===== src/rtl/nmps_pkg.sv =====
// Shared types, codes and sizing constants for the nearest point match scorer.
`timescale 1ns / 1ps

package nmps_pkg;

    // Table and coordinate sizing
    localparam int MAX_POINTS   = 256;
    localparam int COORD_BITS   = 16;
    localparam int COORD_IN_W   = 16;
    localparam int IDX_W        = $clog2(MAX_POINTS);
    localparam int CNT_W        = $clog2(MAX_POINTS + 1);
    localparam int OUT_IDX_W    = 8;
    localparam int TOTAL_W      = 16;
    localparam int WORD_W       = 2 * COORD_BITS;

    // Distance arithmetic widths
    localparam int DIFF_W       = COORD_BITS + 1;
    localparam int PROD_W       = 2 * COORD_BITS;
    localparam int SUM_W        = PROD_W + 1;
    localparam int ROOT_W       = COORD_BITS + 1;
    localparam int RAD_W        = 2 * ROOT_W;
    localparam int REM_W        = ROOT_W + 4;
    localparam int ISQRT_STAGES = ROOT_W;

    // Tag delay: memory read, difference, square, sum, then the root stages
    localparam int PIPE_DEPTH   = ISQRT_STAGES + 4;

    localparam logic [TOTAL_W-1:0] TOTAL_MAX = {TOTAL_W{1'b1}};

    typedef enum logic [1:0] {
        FUNC_LOAD  = 2'd0,
        FUNC_QUERY = 2'd1,
        FUNC_CLEAR = 2'd2
    } func_t;

    typedef enum logic [2:0] {
        ST_LOADED  = 3'd0,
        ST_QUERY   = 3'd1,
        ST_EMPTY   = 3'd2,
        ST_FULL    = 3'd3,
        ST_CLEARED = 3'd4
    } status_t;

    // Controller to datapath commands
    typedef struct packed {
        logic load;
        logic clear;
        logic report_empty;
        logic query_start;
        logic scan_step;
        logic finish;
    } nmps_cmd_t;

    // Datapath to controller status
    typedef struct packed {
        logic empty;
        logic scan_last;
        logic scan_done;
    } nmps_sts_t;

    // Entry tag that travels alongside the distance pipeline
    typedef struct packed {
        logic             valid;
        logic             last;
        logic [IDX_W-1:0] idx;
    } nmps_tag_t;

endpackage


===== src/rtl/nmps_ctrl.sv =====
// Controller: decodes commands and sequences the table scan for queries.
`timescale 1ns / 1ps

module nmps_ctrl
    import nmps_pkg::*;
(
    input  logic       clk,
    input  logic       rst_n,
    input  logic       start,
    input  logic [1:0] func,
    input  nmps_sts_t  sts,
    output nmps_cmd_t  cmd,
    output logic       busy
);

    typedef enum logic [2:0] {
        S_IDLE  = 3'b001,
        S_SCAN  = 3'b010,
        S_DRAIN = 3'b100
    } state_t;

    state_t state_reg;
    state_t state_next;

    assign busy = (state_reg != S_IDLE);

    // Next state and commands
    always_comb
    begin
        state_next = state_reg;
        cmd        = '0;
        unique case (state_reg)
            S_IDLE:
            begin
                if (start)
                begin
                    unique case (func_t'(func))
                        FUNC_LOAD:
                        begin
                            cmd.load = 1'b1;
                        end
                        FUNC_CLEAR:
                        begin
                            cmd.clear = 1'b1;
                        end
                        FUNC_QUERY:
                        begin
                            if (sts.empty)
                            begin
                                cmd.report_empty = 1'b1;
                            end
                            else
                            begin
                                cmd.query_start = 1'b1;
                                state_next      = S_SCAN;
                            end
                        end
                        default:
                        begin
                            // drop the unused code
                        end
                    endcase
                end
            end
            S_SCAN:
            begin
                cmd.scan_step = 1'b1;
                if (sts.scan_last)
                begin
                    state_next = S_DRAIN;
                end
            end
            S_DRAIN:
            begin
                if (sts.scan_done)
                begin
                    cmd.finish = 1'b1;
                    state_next = S_IDLE;
                end
            end
            default:
            begin
                state_next = S_IDLE;
            end
        endcase
    end

    // Hold state
    always_ff @(posedge clk or negedge rst_n)
    begin
        if (!rst_n)
        begin
            state_reg <= S_IDLE;
        end
        else
        begin
            state_reg <= state_next;
        end
    end

endmodule


===== config.mk =====
export PLATFORM = sky130hd
export DESIGN_NAME = nmps_ctrl
export DESIGN_NICKNAME = d
export VERILOG_FILES = /design/src/rtl/nmps_pkg.sv /design/src/rtl/nmps_ctrl.sv
export SDC_FILE = /design/constraint.sdc
export NUM_CORES = 1
export LEC_CHECK = 0
export BUFFER_PORTS_ARGS = -buffer_cell sky130_fd_sc_hd__buf_2
export CAP_MARGIN = 30
export CORE_AREA = 2 2 39 41
export CTS_BUF_LIST = sky130_fd_sc_hd__clkbuf_4
export CTS_CLUSTER_SIZE = 24
export DETAILED_ROUTE_END_ITERATION = 10
export DIE_AREA = 0 0 41 43
export PLACE_DENSITY = 0.42
export RECOVER_POWER = 50
export SLEW_MARGIN = 20
export SYNTH_ARGS = -nofsm -noshare
export SYNTH_HDL_FRONTEND = slang
export SYNTH_SLANG_ARGS = --single-unit
export TNS_END_PERCENT = 100

===== constraint.sdc =====
create_clock -name clk -period 3.7 [get_ports clk]
set_clock_uncertainty 0.1 [all_clocks]
set_input_delay 0.185 -clock clk [delete_from_list [all_inputs] [get_ports clk]]
set_output_delay 0.185 -clock clk [all_outputs]
set_load 0.05 [all_outputs]

Word-level counts from Yosys, hierarchy flattened
Index checks and enable logic that the tools add are counted.

Reduce and logical (&&, ||, !) cells: 2. Eq/ne operators: 11. Multiplexer cells: 16.

Operators by type and width (count): two-way mux 3 bit (5); case mux 3 bit (3 select lines) (1); two-way mux 4 bit (2); inequality test 2 bit, second input constant (4); two-way mux 1 bit (7); AND reduction 5 bit (1); == test 3 x 1 -> 1 bit, second input constant (1); == test 3 x 2 -> 1 bit, second input constant (1); == test 3 bit, second input constant (1); inequality test 3 x 1 -> 1 bit, second input constant (1); == test 2 x 1 -> 1 bit, second input constant (1); == test 2 bit, second input constant (1); zero test 2 bit (1); two-way mux 2 bit (1); inequality test 2 x 1 -> 1 bit, second input constant (1).

Output and inout bits: 7. Input port bits: 8. Register bits: 3.

Depth between registers and ports, before layout
Gate-level depths: netlist of the first run.

Word-level depth: 4. Depth in mapped cells: 3.

Least setup slack after synthesis of the first run
OpenSTA, ideal clock, no wires.

Path type: register -> output. Start: reg state_reg[0]. End: out cmd[4] (netlist bit). Stages on the path, launching flop included: 3. Arrival: 1.873 ns. Slack: 1.542 ns. Cells stage by stage: dfstp_2 nand4bb_4 nor3b_1.

RTL lines: from (decl) (line nmps_ctrl.sv:22) `state_t state_reg;`; from (signal assigned) (line nmps_ctrl.sv:97) `state_reg <= state_next;`; to (decl) (line nmps_ctrl.sv:12) `output nmps_cmd_t cmd,`.

==> results.sh, run 1 <==
export IMPL_antenna_found_initial=0
export IMPL_r2r_end="state_reg[0]"
export IMPL_start_util_pct=15.8
export IMPL_swShare_pct=25.7
export IMPL_pin_count=15
export IMPL_hpwl_um=474
export IMPL_cp_required_ps=3410
export IMPL_yosys_warnings=0
export IMPL_numPortBuffers=14
export IMPL_row_count=14
export IMPL_fin_crit_sh_pct=56.7
export IMPL_tns_ps=0
export IMPL_finalMaxSlewViolations=0
export IMPL_power_density_nw_per_um2=348
export IMPL_vias=234
export IMPL_yosysMostFrequentCell="or3b_2"
export IMPL_ys_seq_area_share_pct=34.9
export IMPL_status="completed"
export IMPL_grt_pass1_vias=234
export IMPL_setup_viol=0
export IMPL_wirelength_um=616
export IMPL_cts_clk_slew_worst_paths_ps=40
export IMPL_clk_path_buf_depth=2
export IMPL_crit_end="cmd[2]"
export IMPL_ctsRootBufferMaster="clkbuf_4"
export IMPL_syn_inst=20
export IMPL_drt_pass1_iter_count=4
export IMPL_hold_class="in -> reg"
export IMPL_rsz0062_at_grt="false"
export IMPL_antenna_left=0
export IMPL_worstSetupStartpoint="state_reg[0]"
export IMPL_cts_sinks=3
export IMPL_path_max_fanout=6
export IMPL_p_clk_share_pct=52.9
export IMPL_switchingPower_w=0.0000310
export IMPL_cp_start_kind="flip-flop"
export IMPL_internal_power_w=0.0000898
export IMPL_whs_path_depth=2
export IMPL_worstHoldStart="sts[1]"
export IMPL_overflow=0
export IMPL_syn_nets=28
export IMPL_fp_dieH_um=43
export IMPL_seq_power_share_pct=28.9
export IMPL_ys_ff_latch=3
export IMPL_total_power_w=0.000121
export IMPL_grt_use_total_pct=8.84
export IMPL_insertion_delay_ps=230
export IMPL_finalHoldViolCount=0
export IMPL_gp_congestion=0.618
export IMPL_ys_top_cells_by_count="3 x or3b_2, 2 x dfrtp_1, 2 x inv_1, 2 x nor3_1"
export IMPL_largest_reg_flops=3
export IMPL_die_area_sq_um=1760
export IMPL_synth_distinct_cells=15
export IMPL_grt_max_degree=8
export IMPL_htreeDepth=1
export IMPL_combPwrFrac_pct=18.2
export IMPL_end_kind="output port"
export IMPL_synth_top_area_cell="dfrtp_1"
export IMPL_r2r_start="state_reg[0]"
export IMPL_drv_cap=0
export IMPL_synth_area_sq_um=219
export IMPL_diodes=0
export IMPL_grt_first_pass_wirelength_um=938
export IMPL_tightest_slew_ps=605
export IMPL_worstSetupPathType="reg -> out"
export IMPL_p_leak_nw=0.172
export IMPL_netlist_area_leader_share_pct=22.9
export IMPL_async_flop_share_pct=100
export IMPL_r2r_slack_ps=2070
export IMPL_synthToLayoutAreaGrowth_pct=58.3
export IMPL_reg2reg_depth=3
export IMPL_die_w_um=41
export IMPL_slew_headroom_pct=59.9
export IMPL_fmax_mhz=476
export IMPL_remaining_drc_errors=0
export IMPL_arrival_ps=1810
export IMPL_syn_area_per_cell_sq_um=10.9
export IMPL_wl_per_cell_um=11.2
export IMPL_drive_gt1_share_pct=59.0
export IMPL_synth_area_leaders="dfrtp_1 23%, nand4bb_4 13%, dfstp_2 12%"
export IMPL_vias_per_cell=4.25
export IMPL_synth_edff_count=0
export IMPL_cts_inserted_buffers=3
export IMPL_core_area_sq_um=1380
export IMPL_vdd_drop_max_v=0.000104
export IMPL_post_cts_repair_setup_buffers=0
export IMPL_drt_iter0_drc=1
export IMPL_period_minus_slack_ps=2100
export IMPL_ys_flop_type="dfrtp_1"
export IMPL_cts_tree="built"
export IMPL_final_net_count=48
==> kinds of logic (layout without fill, tap and decap cells) <==
logic type,Yosys count,count (layout),share of synthesized area (%)
simple gates,13,13,57.1
flops,3,3,34.9
compound gates,2,2,4.57
buf+inv,2,21,3.43
==> critical path: stages, from the launching register on <==
cell and delay, ps:
dfstp_1 620, nand4bb_4 150, or4b_4 510, inv_1 60
buf_2 250
==> cells in the final DEF, fill, tap and decap left out <==
| cell | Yosys | layout |
|---|---|---|
| inv_1 | 2 | 2 |
| and3_1 | 1 | 1 |
| or4b_2 | 1 | 1 |
| nand2_1 | 1 | 1 |
| o21ai_0 | 1 | 1 |
| nand4bb_4 | 1 | 1 |
| and4bb_2 | 1 | 1 |
| clkbuf_4 | 0 | 4 |
| buf_2 | 0 | 12 |
| dlygate4sd3_1 | 0 | 1 |
| or4b_4 | 1 | 1 |
| nand3b_1 | 1 | 1 |
| dfrtp_1 | 2 | 2 |
| or3b_2 | 3 | 3 |
| nor3_1 | 2 | 2 |
| dfstp_1 | 0 | 1 |
| nor3b_1 | 1 | 1 |
| a21oi_1 | 1 | 1 |
| clkbuf_1 | 0 | 2 |
==> repair_timing <==
item                      CTS  global route
hold endpoints to repair    3             0
resized for setup           0             0
hold buffers                1             0
==> power by group through the flow <==
stage               Sequential [W]  Combinational (W)  Clock [W]
floorplan                0.0000351          0.0000132          0
global placement         0.0000353          0.0000208          0
detailed placement       0.0000354          0.0000213          0
CTS                      0.0000351          0.0000222  0.0000665
global route             0.0000350          0.0000235  0.0000722
finish                   0.0000349          0.0000220  0.0000639
==> metal layers <==
metal / vias up / wire length (um) / GRT usage (%)
li1: 115 / - / -
met1: 113 / 217 / 7.42
met2: 6 / 357 / 13.4
met3: 0 / 41 / 5.24
met4: 0 / 0 / 8.00
met5: - / 0 / 0
==> metrics by stage <==
step / area [sq um] / std cells / worst slack [ps] / hold slack [ps] / util, %
2_1_floorplan: 219 / 20 / 1540 / -211 / -
3_3_place_gp: 309 / 50 / 1900 / -119 / 22.3
3_5_place_dp: 309 / 50 / 1880 / -117 / 22.3
4_1_cts: 349 / 55 / 1630 / 53.8 / 25.2
5_1_grt: 347 / 55 / 1520 / 98.8 / 25.0
6_report: 347 / 55 / 1600 / 59.2 / 25.0
==> cell type report <==
cell class                 count  area, sq um
sequential                     3         76.3
fill                         156         1040
multi-input combinational     15          135
clock buffer                   4         30.0
tap                           16         20.0
timing repair buffer          15         77.6
inverter                       2         7.51
==> worst min-delay path by stage <==
stage	to	slack, ps
finish	state_reg[1]	60
global route	state_reg[1]	100
CTS	state_reg[1]	50
detailed placement	state_reg[1]	-120
global placement	state_reg[2]	-120
floorplan	state_reg[1]	-210
Note: power is estimated with default switching activity, not from simulation.
==> run 2, diff against run 1 <==
--- a/config.mk
+++ b/config.mk
@@ -12,7 +12,7 @@
 export CTS_CLUSTER_SIZE = 24
 export DETAILED_ROUTE_END_ITERATION = 10
 export DIE_AREA = 0 0 41 43
-export PLACE_DENSITY = 0.42
+export PLACE_DENSITY = 0.43
 export RECOVER_POWER = 50
 export SLEW_MARGIN = 20
 export SYNTH_ARGS = -nofsm -noshare
==> constraint.sdc (replaced) <==
create_clock -name clk -period 1.7 [get_ports clk]
set_clock_uncertainty 0.1 [all_clocks]
set_input_delay 0.085 -clock clk [delete_from_list [all_inputs] [get_ports clk]]
set_output_delay 0.085 -clock clk [all_outputs]
set_load 0.05 [all_outputs]
==> results.sh, run 2 (synthesized netlist as in run 1, its figures left out) <==
export IMPL_layout_common_cells="8 x buf_2, 6 x buf_4, 4 x clkbuf_4"
export IMPL_finalMaxSlewViolations=0
export IMPL_r2r_end="state_reg[0]"
export IMPL_cts_tree="built"
export IMPL_drive_gt1_share_pct=75.0
export IMPL_r2r_slack_ps=140
export IMPL_vias_per_cell=4.25
export IMPL_clk_path_buf_depth=2
export IMPL_cp_start_kind="flip-flop"
export IMPL_fin_hold_ws_ps=55.3
export IMPL_grt_use_total_pct=8.85
export IMPL_drt_iter0_drc=3
export IMPL_vdd_drop_max_v=0.000307
export IMPL_largest_reg_flops=3
export IMPL_start_util_pct=15.8
export IMPL_ctsRootBufferMaster="clkbuf_4"
export IMPL_gp_congestion=0.730
export IMPL_crit_end="cmd[2]"
export IMPL_fmax_mhz=550
export IMPL_row_count=14
export IMPL_wl_per_cell_um=11.6
export IMPL_overflow=0
export IMPL_reg2reg_depth=3
export IMPL_dp_worst_setup_slack_ps=33.9
export IMPL_vias=255
export IMPL_place_area_sq_um=354
export IMPL_fin_crit_sh_pct=107
export IMPL_core_area_sq_um=1380
export IMPL_die_w_um=41
export IMPL_finalHoldViolCount=0
export IMPL_end_kind="output port"
export IMPL_layout_commonest_cell="buf_2"
export IMPL_total_power_w=0.000283
export IMPL_remaining_drc_errors=0
export IMPL_pin_count=15
export IMPL_die_area_sq_um=1760
export IMPL_grt_first_pass_wirelength_um=979
export IMPL_tightest_slew_ps=254
export IMPL_violations="setup timing"
export IMPL_insertion_delay_ps=230
export IMPL_r2r_start="state_reg[0]"
export IMPL_fin_area_sq_um=437
export IMPL_antenna_found_initial=0
export IMPL_arrival_ps=1630
export IMPL_setup_viol=1
export IMPL_antenna_left=0
export IMPL_cts_inserted_buffers=3
export IMPL_setup_slack_ps=-117
export IMPL_rsz0062_at_grt="true"
export IMPL_period_minus_slack_ps=1820
export IMPL_cts_clk_slew_worst_paths_ps=40
export IMPL_slew_headroom_pct=83.2
export IMPL_grt_pass1_vias=240
export IMPL_numPortBuffers=14
export IMPL_final_net_count=53
export IMPL_drt_pass1_iter_count=2
export IMPL_worstSetupStartpoint="state_reg[0]"
export IMPL_diodes=0
export IMPL_post_cts_repair_setup_buffers=0
export IMPL_path_max_fanout=3
export IMPL_grt_max_degree=7
export IMPL_fp_dieH_um=43
export IMPL_tns_ps=-117
export IMPL_hold_class="in -> reg"
export IMPL_p_leak_nw=0.207
export IMPL_drv_cap=0
export IMPL_cp_required_ps=1510
export IMPL_synthToLayoutAreaGrowth_pct=99.4
export IMPL_worstSetupPathType="reg -> out"
export IMPL_htreeDepth=1
export IMPL_cts_sinks=3
export IMPL_hpwl_um=567
export IMPL_wirelength_um=695
export IMPL_power_density_nw_per_um2=647
export IMPL_status="finished with violations"
## run 2: worst max-delay path, stage by stage, from the launching register on
cell and delay [ps]:
dfstp_2 550, nand4bb_4 120, or4b_4 510, inv_2 80
buf_8 140
## run 2: how the worst min path moves through the flow
stage                    to  cells after the start   start  slack, ps
6_report       state_reg[2]                      3  sts[0]         60
3_3_place_gp   state_reg[2]                      1   rst_n       -220
4_1_cts        state_reg[2]                      3  sts[0]         50
5_1_grt        state_reg[2]                      3  sts[0]         60
3_5_place_dp   state_reg[1]                      1   rst_n       -220
2_1_floorplan  state_reg[1]                      0   rst_n       -310
## run 2: cell type report
type,count,area [sq um]
tap,16,20.0
inverter,2,7.51
timing repair buffer,20,150
fill,151,947
sequential,3,76.3
multi-input combinational,15,153
clock buffer,4,30.0
## run 2: report_power, final
part           switching, W  leakage [nW]  internal (W)
Combinational     0.0000358         0.150     0.0000302
Sequential       0.00000124        0.0382     0.0000739
Clock             0.0000377        0.0184      0.000104
Total             0.0000747         0.207      0.000208
## run 2: what timing repair did
item	in CTS	in global routing
gates resized for setup	7	7
setup endpoints to repair	3	5
hold endpoints to repair	4	0
pin swaps	0	0
hold buffers	2	0
## run 2: per-layer routing
layer | track usage, % | part of all wire (%) | vias up
met5 | 0 | 0 | -
met4 | 8.00 | 2.3 | 0
met3 | 1.57 | 5.6 | 2
met2 | 14.7 | 55 | 8
met1 | 8.41 | 37 | 118
li1 | - | - | 127
## run 2: stage by stage
stage | util, % | std cells
after CTS | 30.6 | 60
after detailed placement | 25.6 | 54
final | 31.6 | 60
after floorplan | - | 20
after global placement | 25.6 | 54
after global routing | 31.6 | 60
